$ cat src/spt_pkg.sv
// stroke point thinner: shared types, register indexes, reset values
// compass direction and corner helpers used by the decision logic
// no dependencies
package spt_pkg;

    localparam int unsigned COUNT_BITS  = 16;
    localparam int unsigned NEAR_BITS   = 8;
    localparam int unsigned PERIOD_BITS = 4;
    localparam int unsigned CFG_IDX_BITS = 2;
    localparam int unsigned CFG_DATA_BITS = 16;
    localparam int unsigned PERIOD_MAX  = 15;

    localparam logic [NEAR_BITS-1:0]   NEAR_LIMIT_RST    = 8'd3;
    localparam logic [COUNT_BITS-1:0]  BYPASS_LENGTH_RST = 16'd30;
    localparam logic [PERIOD_BITS-1:0] KEEP_PERIOD_RST   = 4'd3;

    typedef enum logic [CFG_IDX_BITS-1:0] {
        CFG_NEAR_LIMIT    = 2'd0,
        CFG_BYPASS_LENGTH = 2'd1,
        CFG_KEEP_PERIOD   = 2'd2
    } t_cfg_reg;

    typedef struct packed {
        logic [NEAR_BITS-1:0]   near_limit;
        logic [COUNT_BITS-1:0]  bypass_length;
        logic [PERIOD_BITS-1:0] keep_period;
    } t_cfg;

    // order of first against second coordinate
    typedef enum logic [1:0] {
        ORD_LT = 2'd0,
        ORD_EQ = 2'd1,
        ORD_GT = 2'd2
    } t_order;

    // ring of eight compass codes plus none
    typedef logic [3:0] t_dir;
    localparam t_dir DIR_L    = 4'd0;
    localparam t_dir DIR_LB   = 4'd1;
    localparam t_dir DIR_B    = 4'd2;
    localparam t_dir DIR_RB   = 4'd3;
    localparam t_dir DIR_R    = 4'd4;
    localparam t_dir DIR_RT   = 4'd5;
    localparam t_dir DIR_T    = 4'd6;
    localparam t_dir DIR_LT   = 4'd7;
    localparam t_dir DIR_NONE = 4'd8;

    typedef struct packed {
        logic hit_index;   // index is a multiple of the keep period
        logic first;       // index zero
        logic second;      // index one
        logic last;        // final point of the stroke
    } t_index_info;

    typedef struct packed {
        logic keep;
        logic first;
        logic last;
    } t_decision;

    function automatic t_dir dir_code(input t_order ox, input t_order oy);
        t_dir d;
        d = DIR_NONE;
        case (ox)
            ORD_LT: begin
                case (oy)
                    ORD_LT:  d = DIR_RT;
                    ORD_EQ:  d = DIR_R;
                    default: d = DIR_RB;
                endcase
            end
            ORD_EQ: begin
                case (oy)
                    ORD_LT:  d = DIR_T;
                    ORD_EQ:  d = DIR_NONE;
                    default: d = DIR_B;
                endcase
            end
            default: begin
                case (oy)
                    ORD_LT:  d = DIR_LT;
                    ORD_EQ:  d = DIR_L;
                    default: d = DIR_LB;
                endcase
            end
        endcase
        return d;
    endfunction

    // true when the two directions differ by more than one compass step, or when only one is none
    function automatic logic is_corner(input t_dir d1, input t_dir d2);
        logic [2:0] diff;
        logic       c;
        diff = d1[2:0] - d2[2:0];
        if (d1 == d2) begin
            c = 1'b0;
        end else if (d1 == DIR_NONE || d2 == DIR_NONE) begin
            c = 1'b1;
        end else begin
            c = !(diff == 3'd1 || diff == 3'd7);
        end
        return c;
    endfunction

endpackage

$ cat src/spt_mod_lanes.sv
// stroke point thinner: one phase counter per possible keep period
// uses spt_pkg for widths
module spt_mod_lanes (
    input  logic                             i_clk,
    input  logic                             i_rst_n,
    input  logic                             i_step,
    input  logic                             i_restart,
    input  logic [spt_pkg::PERIOD_BITS-1:0]  i_period,
    output logic                             o_hit
);

    // lane k holds the current index modulo k
    logic [spt_pkg::PERIOD_BITS-1:0] r_phase [1:spt_pkg::PERIOD_MAX];

    genvar k;
    generate
        for (k = 1; k <= spt_pkg::PERIOD_MAX; k++) begin : g_lane
            logic [spt_pkg::PERIOD_BITS-1:0] n_phase;
            always_comb begin
                if (i_restart || r_phase[k] == spt_pkg::PERIOD_BITS'(k - 1)) begin
                    n_phase = '0;
                end else begin
                    n_phase = r_phase[k] + 1'b1;
                end
            end
            always_ff @(posedge i_clk) begin
                if (!i_rst_n) begin
                    r_phase[k] <= '0;
                end else if (i_step) begin
                    r_phase[k] <= n_phase;
                end
            end
        end
    endgenerate

    always_comb begin
        if (i_period == '0) begin
            o_hit = 1'b0;
        end else begin
            o_hit = (r_phase[i_period] == '0);
        end
    end

endmodule

$ cat src/spt_decide.sv
// stroke point thinner: keep or drop decision for one point
// uses spt_pkg for config, direction and decision types
module spt_decide #(
    parameter int unsigned COORD_BITS = 16
) (
    input  logic signed [COORD_BITS-1:0]    i_x,
    input  logic signed [COORD_BITS-1:0]    i_y,
    input  logic signed [COORD_BITS-1:0]    i_prev_x,
    input  logic signed [COORD_BITS-1:0]    i_prev_y,
    input  logic signed [COORD_BITS-1:0]    i_last_x,
    input  logic signed [COORD_BITS-1:0]    i_last_y,
    input  logic signed [COORD_BITS-1:0]    i_older_x,
    input  logic signed [COORD_BITS-1:0]    i_older_y,
    input  logic                            i_bypass,
    input  spt_pkg::t_index_info            i_index,
    input  spt_pkg::t_cfg                   i_cfg,
    output spt_pkg::t_decision              o_decision
);

    localparam int unsigned DIFF_BITS = COORD_BITS + 1;

    logic signed [DIFF_BITS-1:0] dx;
    logic signed [DIFF_BITS-1:0] dy;
    logic [DIFF_BITS-1:0]        mag_x;
    logic [DIFF_BITS-1:0]        mag_y;
    logic [DIFF_BITS-1:0]        near_ext;
    logic                        far;
    spt_pkg::t_dir               dir_in;
    spt_pkg::t_dir               dir_kept;
    logic                        corner;

    function automatic spt_pkg::t_order order3(
        input logic signed [COORD_BITS-1:0] a,
        input logic signed [COORD_BITS-1:0] b
    );
        spt_pkg::t_order o;
        if (a < b) begin
            o = spt_pkg::ORD_LT;
        end else if (a == b) begin
            o = spt_pkg::ORD_EQ;
        end else begin
            o = spt_pkg::ORD_GT;
        end
        return o;
    endfunction

    always_comb begin
        dx       = DIFF_BITS'(i_x) - DIFF_BITS'(i_last_x);
        dy       = DIFF_BITS'(i_y) - DIFF_BITS'(i_last_y);
        mag_x    = dx[DIFF_BITS-1] ? unsigned'(-dx) : unsigned'(dx);
        mag_y    = dy[DIFF_BITS-1] ? unsigned'(-dy) : unsigned'(dy);
        near_ext = DIFF_BITS'(i_cfg.near_limit);
        far      = (mag_x >= near_ext) || (mag_y >= near_ext);

        dir_in   = spt_pkg::dir_code(order3(i_prev_x, i_x), order3(i_prev_y, i_y));
        dir_kept = spt_pkg::dir_code(order3(i_older_x, i_last_x),
                                     order3(i_older_y, i_last_y));
        corner   = spt_pkg::is_corner(dir_in, dir_kept);

        o_decision.keep  = i_bypass || i_index.first || i_index.second || i_index.last
                         || far || corner || i_index.hit_index;
        o_decision.first = i_index.first;
        o_decision.last  = i_index.last;
    end

endmodule

$ cat src/stroke_point_thinner_unit.sv
// stroke point thinner: top level with state, config registers and result register
// uses spt_pkg, spt_mod_lanes and spt_decide
//
// takes one stroke point per beat and emits zero or one kept point per beat. every
// point carries the stroke's total point count; strokes no longer than bypass_length
// pass unchanged, otherwise the first two points and the last are always kept and a
// middle point is dropped only when it sits within near_limit of the last kept point
// on both axes, does not turn more than one compass step against the last kept
// segment, and its index is not a multiple of keep_period. an input beat's result is in
// the output register in the next cycle, and a new point is taken every cycle unless the
// output stalls: the whole decision is compares and a small direction table between the
// state registers and the result register. a dropped point produces no output beat.
// in ready follows the output side: a point is taken when the result register is
// empty or being drained in the same cycle. config writes are accepted whenever out of
// reset and should only be made with no points in flight.
module stroke_point_thinner_unit #(
    parameter int unsigned COORD_BITS = 16
) (
    input  logic                                 i_clk,
    input  logic                                 i_rst_n,
    // point input
    input  logic                                 i_in_valid,
    output logic                                 o_in_ready,
    input  logic signed [COORD_BITS-1:0]         i_point_x,
    input  logic signed [COORD_BITS-1:0]         i_point_y,
    input  logic [spt_pkg::COUNT_BITS-1:0]       i_stroke_points,
    // kept point output
    output logic                                 o_out_valid,
    input  logic                                 i_out_ready,
    output logic signed [COORD_BITS-1:0]         o_kept_x,
    output logic signed [COORD_BITS-1:0]         o_kept_y,
    output logic                                 o_starts_stroke,
    output logic                                 o_ends_stroke,
    // register writes
    input  logic                                 i_cfg_valid,
    output logic                                 o_cfg_ready,
    input  logic [spt_pkg::CFG_IDX_BITS-1:0]     i_cfg_index,
    input  logic [spt_pkg::CFG_DATA_BITS-1:0]    i_cfg_data
);

    // configuration
    spt_pkg::t_cfg r_cfg;

    // stroke state
    logic [spt_pkg::COUNT_BITS-1:0]  r_index;
    logic signed [COORD_BITS-1:0]    r_prev_x;
    logic signed [COORD_BITS-1:0]    r_prev_y;
    logic signed [COORD_BITS-1:0]    r_last_x;
    logic signed [COORD_BITS-1:0]    r_last_y;
    logic signed [COORD_BITS-1:0]    r_older_x;
    logic signed [COORD_BITS-1:0]    r_older_y;

    // result register
    logic                            r_out_valid;
    logic signed [COORD_BITS-1:0]    r_kept_x;
    logic signed [COORD_BITS-1:0]    r_kept_y;
    logic                            r_starts;
    logic                            r_ends;

    logic                            accept;
    logic [spt_pkg::COUNT_BITS-1:0]  count;
    logic [spt_pkg::COUNT_BITS:0]    index_plus;
    logic                            bypass;
    logic                            hit_index;
    spt_pkg::t_index_info            index_info;
    spt_pkg::t_decision              decision;
    logic [spt_pkg::COUNT_BITS-1:0]  n_index;

    assign o_in_ready  = i_rst_n && (!r_out_valid || i_out_ready);
    assign accept      = i_in_valid && o_in_ready;
    assign o_cfg_ready = i_rst_n;

    // zero stroke length counts as one point
    assign count      = (i_stroke_points == '0) ? spt_pkg::COUNT_BITS'(1) : i_stroke_points;
    assign index_plus = {1'b0, r_index} + 1'b1;
    assign bypass     = (count <= r_cfg.bypass_length);

    always_comb begin
        index_info.hit_index = hit_index;
        index_info.first     = (r_index == '0);
        index_info.second    = (r_index == spt_pkg::COUNT_BITS'(1));
        index_info.last      = (index_plus >= {1'b0, count});
        n_index = index_info.last ? '0 : index_plus[spt_pkg::COUNT_BITS-1:0];
    end

    spt_mod_lanes u_lanes (
        .i_clk     (i_clk),
        .i_rst_n   (i_rst_n),
        .i_step    (accept),
        .i_restart (index_info.last),
        .i_period  (r_cfg.keep_period),
        .o_hit     (hit_index)
    );

    spt_decide #(
        .COORD_BITS (COORD_BITS)
    ) u_decide (
        .i_x        (i_point_x),
        .i_y        (i_point_y),
        .i_prev_x   (r_prev_x),
        .i_prev_y   (r_prev_y),
        .i_last_x   (r_last_x),
        .i_last_y   (r_last_y),
        .i_older_x  (r_older_x),
        .i_older_y  (r_older_y),
        .i_bypass   (bypass),
        .i_index    (index_info),
        .i_cfg      (r_cfg),
        .o_decision (decision)
    );

    // register writes; an index past the list is ignored
    always_ff @(posedge i_clk) begin
        if (!i_rst_n) begin
            r_cfg.near_limit    <= spt_pkg::NEAR_LIMIT_RST;
            r_cfg.bypass_length <= spt_pkg::BYPASS_LENGTH_RST;
            r_cfg.keep_period   <= spt_pkg::KEEP_PERIOD_RST;
        end else if (i_cfg_valid && o_cfg_ready) begin
            case (i_cfg_index)
                spt_pkg::CFG_NEAR_LIMIT: begin
                    r_cfg.near_limit <= i_cfg_data[spt_pkg::NEAR_BITS-1:0];
                end
                spt_pkg::CFG_BYPASS_LENGTH: begin
                    r_cfg.bypass_length <= i_cfg_data[spt_pkg::COUNT_BITS-1:0];
                end
                spt_pkg::CFG_KEEP_PERIOD: begin
                    r_cfg.keep_period <= i_cfg_data[spt_pkg::PERIOD_BITS-1:0];
                end
                default: begin
                end
            endcase
        end
    end

    // stroke state and output valid
    always_ff @(posedge i_clk) begin
        if (!i_rst_n) begin
            r_index     <= '0;
            r_prev_x    <= '0;
            r_prev_y    <= '0;
            r_last_x    <= '0;
            r_last_y    <= '0;
            r_older_x   <= '0;
            r_older_y   <= '0;
            r_out_valid <= 1'b0;
        end else begin
            if (accept) begin
                r_index  <= n_index;
                r_prev_x <= i_point_x;
                r_prev_y <= i_point_y;
                if (decision.keep) begin
                    r_older_x <= r_last_x;
                    r_older_y <= r_last_y;
                    r_last_x  <= i_point_x;
                    r_last_y  <= i_point_y;
                end
                r_out_valid <= decision.keep;
            end else if (i_out_ready) begin
                r_out_valid <= 1'b0;
            end
        end
    end

    // result payload, loaded only for a kept point
    always_ff @(posedge i_clk) begin
        if (accept && decision.keep) begin
            r_kept_x <= i_point_x;
            r_kept_y <= i_point_y;
            r_starts <= decision.first;
            r_ends   <= decision.last;
        end
    end

    assign o_out_valid     = r_out_valid;
    assign o_kept_x        = r_kept_x;
    assign o_kept_y        = r_kept_y;
    assign o_starts_stroke = r_starts;
    assign o_ends_stroke   = r_ends;

endmodule

$ cat config.mk
export PLATFORM = sky130hd
export DESIGN_NAME = stroke_point_thinner_unit
export DESIGN_NICKNAME = d
export VERILOG_FILES = /design/src/spt_pkg.sv /design/src/spt_mod_lanes.sv /design/src/spt_decide.sv /design/src/stroke_point_thinner_unit.sv
export SDC_FILE = /design/constraint.sdc
export NUM_CORES = 1
export LEC_CHECK = 0
export ABC_CLOCK_PERIOD_IN_PS = 13400
export BUFFER_PORTS_ARGS = -buffer_cell sky130_fd_sc_hd__buf_2
export CAP_MARGIN = 40
export CORE_MARGIN = 2
export CORE_UTILIZATION = 35
export CTS_CLUSTER_DIAMETER = 200
export CTS_CLUSTER_SIZE = 14
export DETAILED_ROUTE_END_ITERATION = 8
export SLEW_MARGIN = 20
export SYNTH_ARGS = -nofsm -noshare
export SYNTH_HDL_FRONTEND = slang
export SYNTH_HIERARCHICAL = 1
export SYNTH_SLANG_ARGS = --single-unit
export TNS_END_PERCENT = 50
$ cat constraint.sdc
create_clock -name i_clk -period 13.4 [get_ports i_clk]
set_input_delay 2.68 -clock i_clk [delete_from_list [all_inputs] [get_ports i_clk]]
set_output_delay 2.68 -clock i_clk [all_outputs]
set_load 0.1 [all_outputs]
## After elaboration in Yosys (flattened, before gate mapping)

Memories as Yosys holds them, arrays and structs flattened. A register that Yosys moved wholly into a read port is not among the register bits.
Cells that the tools add are included.

- Output and inout port bits: 37
- Latch bits: 0
- ROM bits: 0
- Bits in registers: 175
- Memories: 1
- Memory bits (writable): 60

- Muxes and demuxes: 61
- Multipliers: 0
- Eq/ne operators: 30
- Shift-type cells: 0
- $lt $le $gt $ge: 8
- $add $sub $neg: 21
- Bitwise logic cells: 15
- Reductions and logical operators: 46
- Div/mod/pow operators: 0

Memories:

| name | depth | width | read ports | clocked after memory_dff | write ports | RTL line | RTL |
|---|---|---|---|---|---|---|---|
| u_lanes.r_phase | 15 | 4 | 16 | 1 | 15 | spt_mod_lanes.sv:13 | `logic [spt_pkg::PERIOD_BITS-1:0] r_phase [1:spt_pkg::PERIOD_MAX];` |

Operators by type and width:

| operator | number |
|---|---|
| 4-bit 2-to-1 mux | 32 |
| 16-bit equality test | 4 |
| 16-bit < comparator | 4 |
| 4-bit by 1-bit adder with 4-bit output, second input constant | 15 |
| 4-bit equality test, second input constant | 9 |
| 17-bit by 8-bit >= comparator with 1-bit output | 2 |
| 17-bit 2-to-1 mux | 2 |
| 17-bit negation | 2 |
| 16-bit by 16-bit subtractor with 17-bit output | 2 |
| 16-bit zero test | 2 |
| 16-bit 2-to-1 mux | 2 |
| 4-bit one-hot mux with 2 select lines | 4 |
| 1-bit logical OR | 25 |
| 3-bit one-hot mux with 2 select lines | 4 |
| 16-bit by 1-bit adder with 17-bit output, second input constant | 1 |
| 17-bit by 16-bit >= comparator with 1-bit output | 1 |
| 16-bit by 1-bit equality test with 1-bit output, second input constant | 1 |
| 4-bit by 3-bit equality test with 1-bit output, second input constant | 4 |
| 16-bit less-or-equal comparator | 1 |
| 2-bit 2-to-1 mux | 8 |
| 1-bit OR | 15 |
| 4-bit zero test | 3 |
| 2-bit by 1-bit equality test with 1-bit output, second input constant | 5 |
| 2-bit zero test | 5 |
| other kinds (12) | 28 |

## Longest topological paths before layout

Gate-level depths: netlist of the first run.

- Depth in word-level cells: 15
- Gate-level depth with buffers: 28
- Depth with buffers taken out: 26

## Modules after synthesis

Netlist of the first run, hierarchy kept.

Modules (own cells, without submodules):

| module | cells an instance | area an instance (µm²) | times used |
|---|---|---|---|
| stroke_point_thinner_unit | 817 | 7402.1 | 1 |
| spt_decide | 717 | 5048.6 | 1 |
| spt_mod_lanes | 320 | 3442.1 | 1 |

## Least setup slack after synthesis of the first run

OpenSTA, ideal clock, no wires.

- Path type: input -> register
- From: input i_point_x[0]
- To: register r_ends (netlist: o_ends_stroke), enable pin
- Cell stages on the path: 25
- Setup slack: 5.139 ns
- Buffers on the path: 2
- Data arrival time: 7.777 ns
- Path through: inv_1 ha_1 fa_1 nor2b_1 o21ai_1 a211oi_1 o31a_1 o31a_1 clkbuf_1 nor2_1 xnor2_1 ha_1 a21o_1 a21o_1 a211o_1 a21o_1 a21o_1 a221o_1 a311oi_1 o311ai_0 nor4_1 nand4_1 nand2_1 inv_1 clkbuf_1

RTL lines:

| element | RTL line | RTL |
|---|---|---|
| start: declaration | stroke_point_thinner_unit.sv:24 | `input logic signed [COORD_BITS-1:0] i_point_x,` |
| end signal: assignment | stroke_point_thinner_unit.sv:170 | `r_ends <= decision.last;` |
| end: declaration | stroke_point_thinner_unit.sv:58 | `logic r_ends;` |

==> flow_metrics.py, run 1 <==
metrics = {
    "status": {
        "status": "completed",
    },
    "critical_path": {
        "cp-end-kind": "register",
        "r2r_start": "r_last_x[0]",
        "start_kind": "input port",
        "r2r_slack_ns": 7.06,
        "reg2reg_depth": 24,
        "crit_path_top_delay_cell": "buf_4",
        "cp_common_cell": "a21o_1",
        "slowest_delay_ns": 0.61,
        "cp.required_ns": 13.85,
        "worstSetupPathType": "input port to register",
        "crit_fanout": 65,
        "r2r-end": "r_older_x[6]",
        "crit_arrival_ns": 8.77,
    },
    "layout": {
        "drive_above_1_share": 0.0924,
        "final_util": 0.387,
        "seq_area_um2": 5650,
        "multi_input_area_um2": 9250,
        "fill_cells": 4613,
        "nNetsFinal": 2154,
        "instances_no_fill": 2516,
        "reg_top3": "u_lanes/r_phase: 60 flops, r_cfg: 28 flops",
        "top_register": "u_lanes/r_phase",
        "areaGrowthSynthToFinish_pct": 9.92,
        "largest_reg_flops": 60,
    },
    "logic_synthesis": {
        "synth_flop_cell": "dfxtp_1",
        "avgSynthCellArea_um2": 8.57,
        "synthTopCellsByCount": "nand2_1, ha_1, inv_1",
        "synth_edf_count": 94,
        "yosys_warnings": 6,
        "synth-seq-area-share": 0.355,
        "netlist-cell-type-count": 98,
        "syn_nets": 2106,
        "yosysMostFrequentCell": "nand2_1",
        "syn_inst": 1854,
        "synth_top_area_frac": 0.178,
        "ys_async_sr_fraction": 0,
        "ys_ff_latch": 235,
        "netlist_top_cells_area": "dfxtp_1, edfxtp_1, ha_1, nand2_1, inv_1",
        "syn-cell-area_um2": 15900,
        "yosys.area.top_type": "dfxtp_1",
    },
    "run": {
        "cap_violations": 0,
    },
    "timing": {
        "rsz0062_at_grt": "false",
        "timing.fmax_mhz": 120,
        "hold_violations": 0,
        "finClkSkew_ns": 0.0161,
        "worst_slew_pin_slew_ns": 0.800,
        "tns_ns": 0,
        "setup_violations": 0,
        "holdWs_ns": 0.454,
        "drv_slew": 0,
        "layout_min_cycle_time_ns": 8.32,
        "finalCritPeriodShare": 0.621,
        "maxSlewHeadroom": 0.467,
    },
    "floorplanning": {
        "ios": 108,
        "start_util": 0.352,
        "fp.coreArea_um2": 45100,
        "die_w_um": 217,
        "die_height_um": 217,
        "rows": 78,
        "dieArea_um2": 47100,
    },
    "clocking": {
        "h-tree-depth": 1,
        "hold_buffers": 0,
        "postCtsSetupRepairBufs": 0,
        "postCtsResizedCells": 0,
        "clockBufferDepth": 3,
        "cts_inserted_buffers": 20,
        "cts_tree": "done",
        "cts.clk_slew.worst_paths_ns": 0.07,
        "clock_latency_ns": 0.52,
        "clkSinkCount": 235,
        "cts-root-buf": "clkbuf_16",
    },
    "grt": {
        "grt_usage": 0.156,
        "grt_max_degree": 70,
        "antenna_found_initial": 1,
        "first_global_vias": 12146,
        "grt_pass1_wl_um": 61300,
        "grt_overflow": 0,
    },
    "routing": {
        "viasPerCell": 5.19,
        "wl_per_cell_um": 15.0,
        "drt_iter0_markers": 620,
        "ant_nets": 0,
        "drt_first_pass_iters": 5,
        "dr_total_vias": 13058,
        "wirelength_um": 37600,
        "drcViolationCount": 0,
    },
    "worst_hold_path": {
        "whs_path_depth": 2,
        "min-delay-start": "r_older_y[0]",
        "whs_endpoint": "r_older_y[0]",
        "hp-class": "register to register",
    },
    "placed_design": {
        "place_hpwl_um": 27900,
        "gp_routability_congestion": 0.834,
        "dp_cells": 2478,
        "io_buffers": 107,
    },
    "pwr": {
        "p_leak_nw": 7.05,
        "pwr_density_cell_nw_per_um2": 104,
        "p_total_mw": 1.82,
        "vdd_ir_drop_max_v": 0.0000744,
    },
}
kinds of logic (layout without fill, tap and decap cells):
kind of cell,count (synthesis),count (layout),synth area share
AND/OR/NAND/NOR,699,699,0.208
AO/OA/AOI/OAI,411,411,0.181
buffers and inverters,246,307,0.0633
flip-flops,235,235,0.355
adder cells (fa/ha/maj),181,181,0.144
XOR/XNOR,53,53,0.0292
multiplexers,29,29,0.0189
other,0,1,0
report_power, final:
part           leakage, nW  total, mW  internal [mW]  switching [mW]
logic                 4.66      0.449          0.169           0.280
clock network        0.278      0.557          0.292           0.266
registers             2.11      0.811          0.781          0.0297
total                 7.05       1.82           1.24           0.576
cell type report:
| cell class | instances | share of cell area |
|---|---|---|
| Inverter | 154 | 0.0332 |
| Clock buffer | 34 | 0.0329 |
| Antenna cell | 1 | 0.000143 |
| Clock inverter | 1 | 0.000286 |
| Sequential cell | 235 | 0.323 |
| Tap cell | 600 | 0.0430 |
| Timing Repair Buffer | 118 | 0.0380 |
| Multi-Input combinational cell | 1373 | 0.529 |
how the worst max path moves through the flow:
| stage | start | end | slack (ns) | cells past startpoint |
|---|---|---|---|---|
| final | i_point_x[0] | r_older_x[6] | 5.08 | 26 |
| after global routing | i_point_x[0] | r_last_y[14] | 4.41 | 26 |
| after CTS | i_point_x[0] | r_older_x[6] | 5.11 | 26 |
| after detailed placement | i_point_x[0] | r_older_x[6] | 4.59 | 26 |
| after global placement | i_point_x[0] | r_last_x[5] | 4.76 | 26 |
| after floorplan | i_point_x[0] | o_ends_stroke | 5.14 | 25 |
worst max-delay path: cells and delay by family:
family	cells	cell delay, ns
compound gates	13	3.04
simple gates	6	1.07
fa+ha+maj	3	0.98
buf+inv	3	0.79
xor+xnor	1	0.16
metrics by stage:
| step | setup WS [ns] | instance area [µm²] |
|---|---|---|
| finish | 5.08 | 17500 |
| global route | 4.41 | 17500 |
| CTS | 5.11 | 17500 |
| detailed placement | 4.59 | 16900 |
| global placement | 4.76 | 16800 |
| floorplan | 5.14 | 15900 |
layer usage:
layer / GRT usage / vias up / part of all wire
met5: 0 / - / 0
met2: 0.266 / 191 / 0.47
met3: 0.0197 / 52 / 0.034
met1: 0.207 / 6174 / 0.47
li1: - / 6641 / -
met4: 0.0450 / 0 / 0.025
placed cells by master, fill, tap and decap left out, drive strengths merged, types with 5 or more instances in the layout:
master,n
a2111oi,5
a211o,5
a211oi,12
a21boi,85
a21o,23
a21oi,88
a311oi,10
a31oi,11
a32o,11
and2,7
and3,17
and4,5
buf,117
clkbuf,34
dfxtp,141
edfxtp,94
ha,178
inv,154
mux2,8
mux2i,21
nand2,315
nand2b,20
nand3,45
nand3b,8
nand4,33
nor2,124
nor2b,28
nor3,24
nor3b,12
nor4,32
o211ai,15
o21a,11
o21ai,77
o31ai,6
o41ai,6
or3,6
xnor2,35
xor2,18
Power figures use the tool's default switching activity.
==> run 2: changes to the inputs <==
ABC_CLOCK_PERIOD_IN_PS = 7200   (was 13400)
clock period = 7.2 ns   (was 13.4 ns; I/O delays follow)
==> run 2 against run 1 <==
Compared with the run above: wire length is 2.4% higher; combinational power is 87% higher; core utilization hardly changed; critical path type unchanged; critical endpoint is now r_last_x[7].
==> flow_metrics.py, run 2 (synthesis gave the netlist of run 1 again) <==
metrics = {
    "worst_hold_path": {
        "hp-class": "register to register",
    },
    "routing": {
        "drt_iter0_markers": 691,
        "viasPerCell": 5.21,
        "ant_nets": 0,
        "dr_total_vias": 13107,
        "top_layer": "met4",
        "drt_first_pass_iters": 5,
        "drcViolationCount": 0,
        "wl_met1_um": 17900,
        "dr_wl_met2_um": 18400,
        "wl_met3_um": 1270,
        "wirelength_um": 38500,
        "wl_per_cell_um": 15.3,
    },
    "critical_path": {
        "r2r_slack_ns": 1.48,
        "crit_arrival_ns": 6.86,
        "start_kind": "input port",
        "crit_fanout": 32,
        "cp-end-kind": "register",
        "cp.required_ns": 7.64,
        "worstSetupPathType": "input port to register",
    },
    "layout": {
        "reg_top3": "u_lanes/r_phase: 60 flops, r_cfg: 28 flops",
        "fin_area_um2": 17500,
        "layout_commonest_cell": "nand2_1",
        "areaGrowthSynthToFinish_pct": 9.81,
        "top_register": "u_lanes/r_phase",
        "drive_above_1_share": 0.0929,
        "fill_cells": 4615,
        "seq_area_um2": 5650,
        "largest_reg_flops": 60,
        "final_cell_mix": "nand2_1, ha_1, inv_1, dfxtp_1, nor2_1",
        "nNetsFinal": 2155,
        "multi_input_area_um2": 9250,
    },
    "clocking": {
        "h-tree-depth": 1,
        "cts_inserted_buffers": 20,
        "cts_tree": "done",
        "postCtsSetupRepairBufs": 0,
        "hold_buffers": 0,
        "cts-root-buf": "clkbuf_16",
        "postCtsResizedCells": 0,
        "clock_latency_ns": 0.53,
        "clkSinkCount": 235,
        "cts.clk_slew.worst_paths_ns": 0.07,
        "clockBufferDepth": 3,
    },
    "floorplanning": {
        "start_util": 0.352,
        "ios": 108,
        "dieArea_um2": 47100,
        "fp.coreArea_um2": 45100,
        "die_height_um": 217,
        "die_w_um": 217,
        "rows": 78,
    },
    "timing": {
        "worst_slew_pin_slew_ns": 0.829,
        "finalCritPeriodShare": 0.892,
        "hold_violations": 0,
        "rsz0062_at_grt": "false",
        "timing.fmax_mhz": 156,
        "tns_ns": 0,
        "maxSlewHeadroom": 0.443,
        "holdWs_ns": 0.457,
        "drv_slew": 0,
        "setup_violations": 0,
        "setup_slack_ns": 0.778,
        "finClkSkew_ns": 0.0254,
        "layout_min_cycle_time_ns": 6.42,
    },
    "placed_design": {
        "io_buffers": 107,
        "dp_slack_ns": 0.250,
        "postPlaceCellArea_um2": 16900,
        "gp_routability_congestion": 0.832,
        "place_hpwl_um": 28400,
    },
    "grt": {
        "grt_overflow": 0,
        "grt_usage": 0.162,
        "first_global_vias": 12600,
        "grt_pass1_wl_um": 63300,
        "antenna_found_initial": 1,
        "grt_max_degree": 98,
    },
    "pwr": {
        "p_leak_nw": 7.04,
        "vdd_ir_drop_max_v": 0.000118,
        "pwr_density_cell_nw_per_um2": 195,
    },
    "run": {
        "cap_violations": 0,
    },
    "status": {
        "status": "completed",
    },
}
[run 2: changes by cell type in the layout (fill, tap and decap cells not counted), sizes merged]
cell    delta
clkbuf     +1
buf        +1
[run 2: path summary, 6_finish.rpt]
kind | startpoint | to | cells after the start
max | i_point_x[0] | r_last_x[7] | 26
min | r_older_y[0] | r_older_y[0] | 2
max reg2reg | r_index[0] | r_last_x[7] | 23
min reg2reg | r_older_y[0] | r_older_y[0] | 2
[run 2: stage by stage]
| stage | utilization | std cells | total power [mW] |
|---|---|---|---|
| floorplan | - | 1854 | 2.16 |
| global placement | 0.374 | 2480 | 2.35 |
| detailed placement | 0.374 | 2481 | 2.37 |
| CTS | 0.387 | 2517 | 3.44 |
| global route | 0.387 | 2517 | 3.59 |
| finish | 0.387 | 2518 | 3.39 |
[run 2: worst max-delay path, stage by stage]
cell and delay [ns]:
buf_2 0.13, inv_1 0.06, ha_1 0.23, fa_1 0.42
nor2b_1 0.27, o21ai_1 0.17, a211oi_1 0.34, o31a_1 0.25
o31a_1 0.21, nor2_1 0.07, xnor2_1 0.18, ha_1 0.28
a21o_1 0.16, a21o_1 0.17, a211o_1 0.28, a21o_1 0.17
a21o_1 0.17, a221o_1 0.29, a311oi_1 0.20, o311ai_0 0.16
nor4_1 0.30, nand4_1 0.14, nand2_2 0.12, buf_4 0.34
nand2_1 0.10, a21boi_0 0.21
[run 2: final cells by class]
type	instances	area share
multi-input combinational	1373	0.530
inverter	154	0.0333
tap	600	0.0430
clock inverter	1	0.000287
antenna	1	0.000143
sequential	235	0.323
clock buffer	35	0.0331
timing repair buffer	119	0.0369
[run 2: power by group]
part | internal (mW) | switching, mW
sequential | 1.45 | 0.0553
clock | 0.545 | 0.501
combinational | 0.314 | 0.526
[run 2: layer usage]
layer  track usage  up-vias
met2         0.281      227
met3        0.0194       56
met1         0.210     6172
li1              -     6652
met4        0.0470        0
met5             0        -
==> run 3: changes to the inputs <==
CORE_ASPECT_RATIO = 0.6   (was unset)
==> run 3 against run 2 <==
Compared with the run above: non-clock buffer count rose by 7; core utilization up 0.39 points; first-iteration DRC count is 38% higher; sequential share of layout area shrank 0.13 points; wire length is 3.0% higher; combinational power rose by 3.3%; clock skew fell by 0.0020 ns; critical path type unchanged; clock power about the same; register-to-register slack barely moved.
==> flow_metrics.py, run 3 (synthesis gave the netlist of run 1 again) <==
metrics = {
    "floorplanning": {
        "dieArea_um2": 47200,
        "start_util": 0.355,
        "fp.coreArea_um2": 44800,
        "rows": 60,
        "ios": 108,
        "die_height_um": 169,
        "die_w_um": 279,
    },
    "timing": {
        "holdWs_ns": 0.458,
        "rsz0062_at_grt": "false",
        "tns_ns": 0,
        "timing.fmax_mhz": 154,
        "maxSlewHeadroom": 0.435,
        "drv_slew": 0,
        "layout_min_cycle_time_ns": 6.48,
        "setup_violations": 0,
        "finClkSkew_ns": 0.0233,
        "finalCritPeriodShare": 0.901,
        "worst_slew_pin_slew_ns": 0.840,
        "hold_violations": 0,
    },
    "placed_design": {
        "io_buffers": 107,
        "place_hpwl_um": 29600,
        "gp_routability_congestion": 0.812,
    },
    "layout": {
        "fill_cells": 4529,
        "n_antenna_cell": 0,
        "top_register": "u_lanes/r_phase",
        "drive_above_1_share": 0.0962,
        "reg_top3": "u_lanes/r_phase: 60 flops, r_cfg: 28 flops",
        "multi_input_area_um2": 9250,
        "seq_area_um2": 5650,
        "nNetsFinal": 2162,
        "largest_reg_flops": 60,
        "areaGrowthSynthToFinish_pct": 10.3,
        "layout_commonest_cell": "nand2_1",
        "final_cell_mix": "nand2_1, ha_1, inv_1, dfxtp_1, nor2_1",
    },
    "clocking": {
        "hold_buffers": 0,
        "clkSinkCount": 235,
        "postCtsSetupRepairBufs": 0,
        "cts_tree": "done",
        "h-tree-depth": 1,
        "clockBufferDepth": 3,
        "cts_inserted_buffers": 20,
        "cts-root-buf": "clkbuf_16",
        "cts.clk_slew.worst_paths_ns": 0.07,
        "clock_latency_ns": 0.53,
        "postCtsResizedCells": 0,
    },
    "worst_hold_path": {
        "whs_endpoint": "r_older_x[0]",
        "whs_path_depth": 2,
        "hp-class": "register to register",
        "min-delay-start": "r_older_x[0]",
    },
    "pwr": {
        "pwr_density_cell_nw_per_um2": 196,
        "p_leak_nw": 7.09,
        "vdd_ir_drop_max_v": 0.000127,
    },
    "critical_path": {
        "cp-end-kind": "register",
        "start_kind": "input port",
        "cp_common_cell": "a21o_1",
        "crit_arrival_ns": 6.93,
        "worstSetupPathType": "input port to register",
        "crit_path_start": "i_point_x[0]",
        "r2r_slack_ns": 1.48,
        "r2r-end": "r_older_y[6]",
        "crit_fanout": 32,
        "crit_path_top_delay_cell": "fa_1",
        "cp.required_ns": 7.65,
        "reg2reg_depth": 24,
        "slowest_delay_ns": 0.43,
        "r2r_start": "r_last_x[0]",
    },
    "routing": {
        "wl_per_cell_um": 15.8,
        "ant_nets": 0,
        "drt_iter0_markers": 956,
        "viasPerCell": 5.22,
        "wirelength_um": 39700,
        "dr_total_vias": 13115,
        "drt_first_pass_iters": 5,
        "drcViolationCount": 0,
    },
    "status": {
        "status": "completed",
    },
    "grt": {
        "grt_pass1_wl_um": 64100,
        "grt_max_degree": 95,
        "grt_overflow": 0,
        "antenna_found_initial": 0,
        "grt_usage": 0.166,
        "first_global_vias": 12185,
    },
    "run": {
        "cap_violations": 0,
    },
}
## run 3: changes by cell type in the layout (fill, tap and decap cells not counted)
cell	previous run	this run
buf_16	0	1
buf_4	11	16
clkdlybuf4s15_2	0	1
diode_2	1	0
clkdlybuf4s18_2	1	0
buf_12	1	2
## run 3: worst max-delay path by stage
stage | to | slack [ns] | depth (start not counted)
6_report | r_older_y[6] | 0.72 | 26
5_1_grt | r_last_y[14] | 0.21 | 26
4_1_cts | r_older_y[6] | 0.76 | 26
3_5_place_dp | r_older_y[6] | 0.23 | 26
3_3_place_gp | r_last_y[13] | 0.32 | 26
2_1_floorplan | o_ends_stroke | 0.18 | 25
## run 3: power by group
part	switching [mW]	internal (mW)
sequential	0.0558	1.45
clock	0.515	0.545
combinational	0.548	0.320
total	1.12	2.32
## run 3: layer usage
layer,vias up,wire length (µm),share of wire,track usage
met3,31,1870,0.047,0.0237
li1,6653,-,-,-
met5,-,0,0,0
met4,0,552,0.014,0.0269
met1,6183,21100,0.53,0.255
met2,248,16200,0.41,0.247
## run 3: layout make-up
type,count,share of cell area
Multi-Input combinational cell,1373,0.528
Sequential cell,235,0.322
Tap cell,589,0.0421
Timing Repair Buffer,126,0.0416
Inverter,154,0.0331
Clock buffer,35,0.0330
Clock inverter,1,0.000286
## run 3: worst max-delay path: cells and delay by family
kind,cells,cell delay [ns]
AOI/OAI and AO/OA,13,2.78
xor gates and xnor gates,1,0.13
adders and majority gates,3,0.97
buffers and inverters,3,0.55
and+or+nand+nor,6,1.03
## run 3: metrics by stage
stage                      util  cells  instance area, µm²  power (mW)  worst slack [ns]
after floorplan               -   1854               15900        2.16             0.179
after global placement    0.377   2475               16900        2.37             0.316
after detailed placement  0.377   2476               16900        2.40             0.231
after CTS                 0.390   2512               17500        3.47             0.764
after global routing      0.391   2513               17500        3.63             0.214
final                     0.391   2513               17500        3.44             0.716
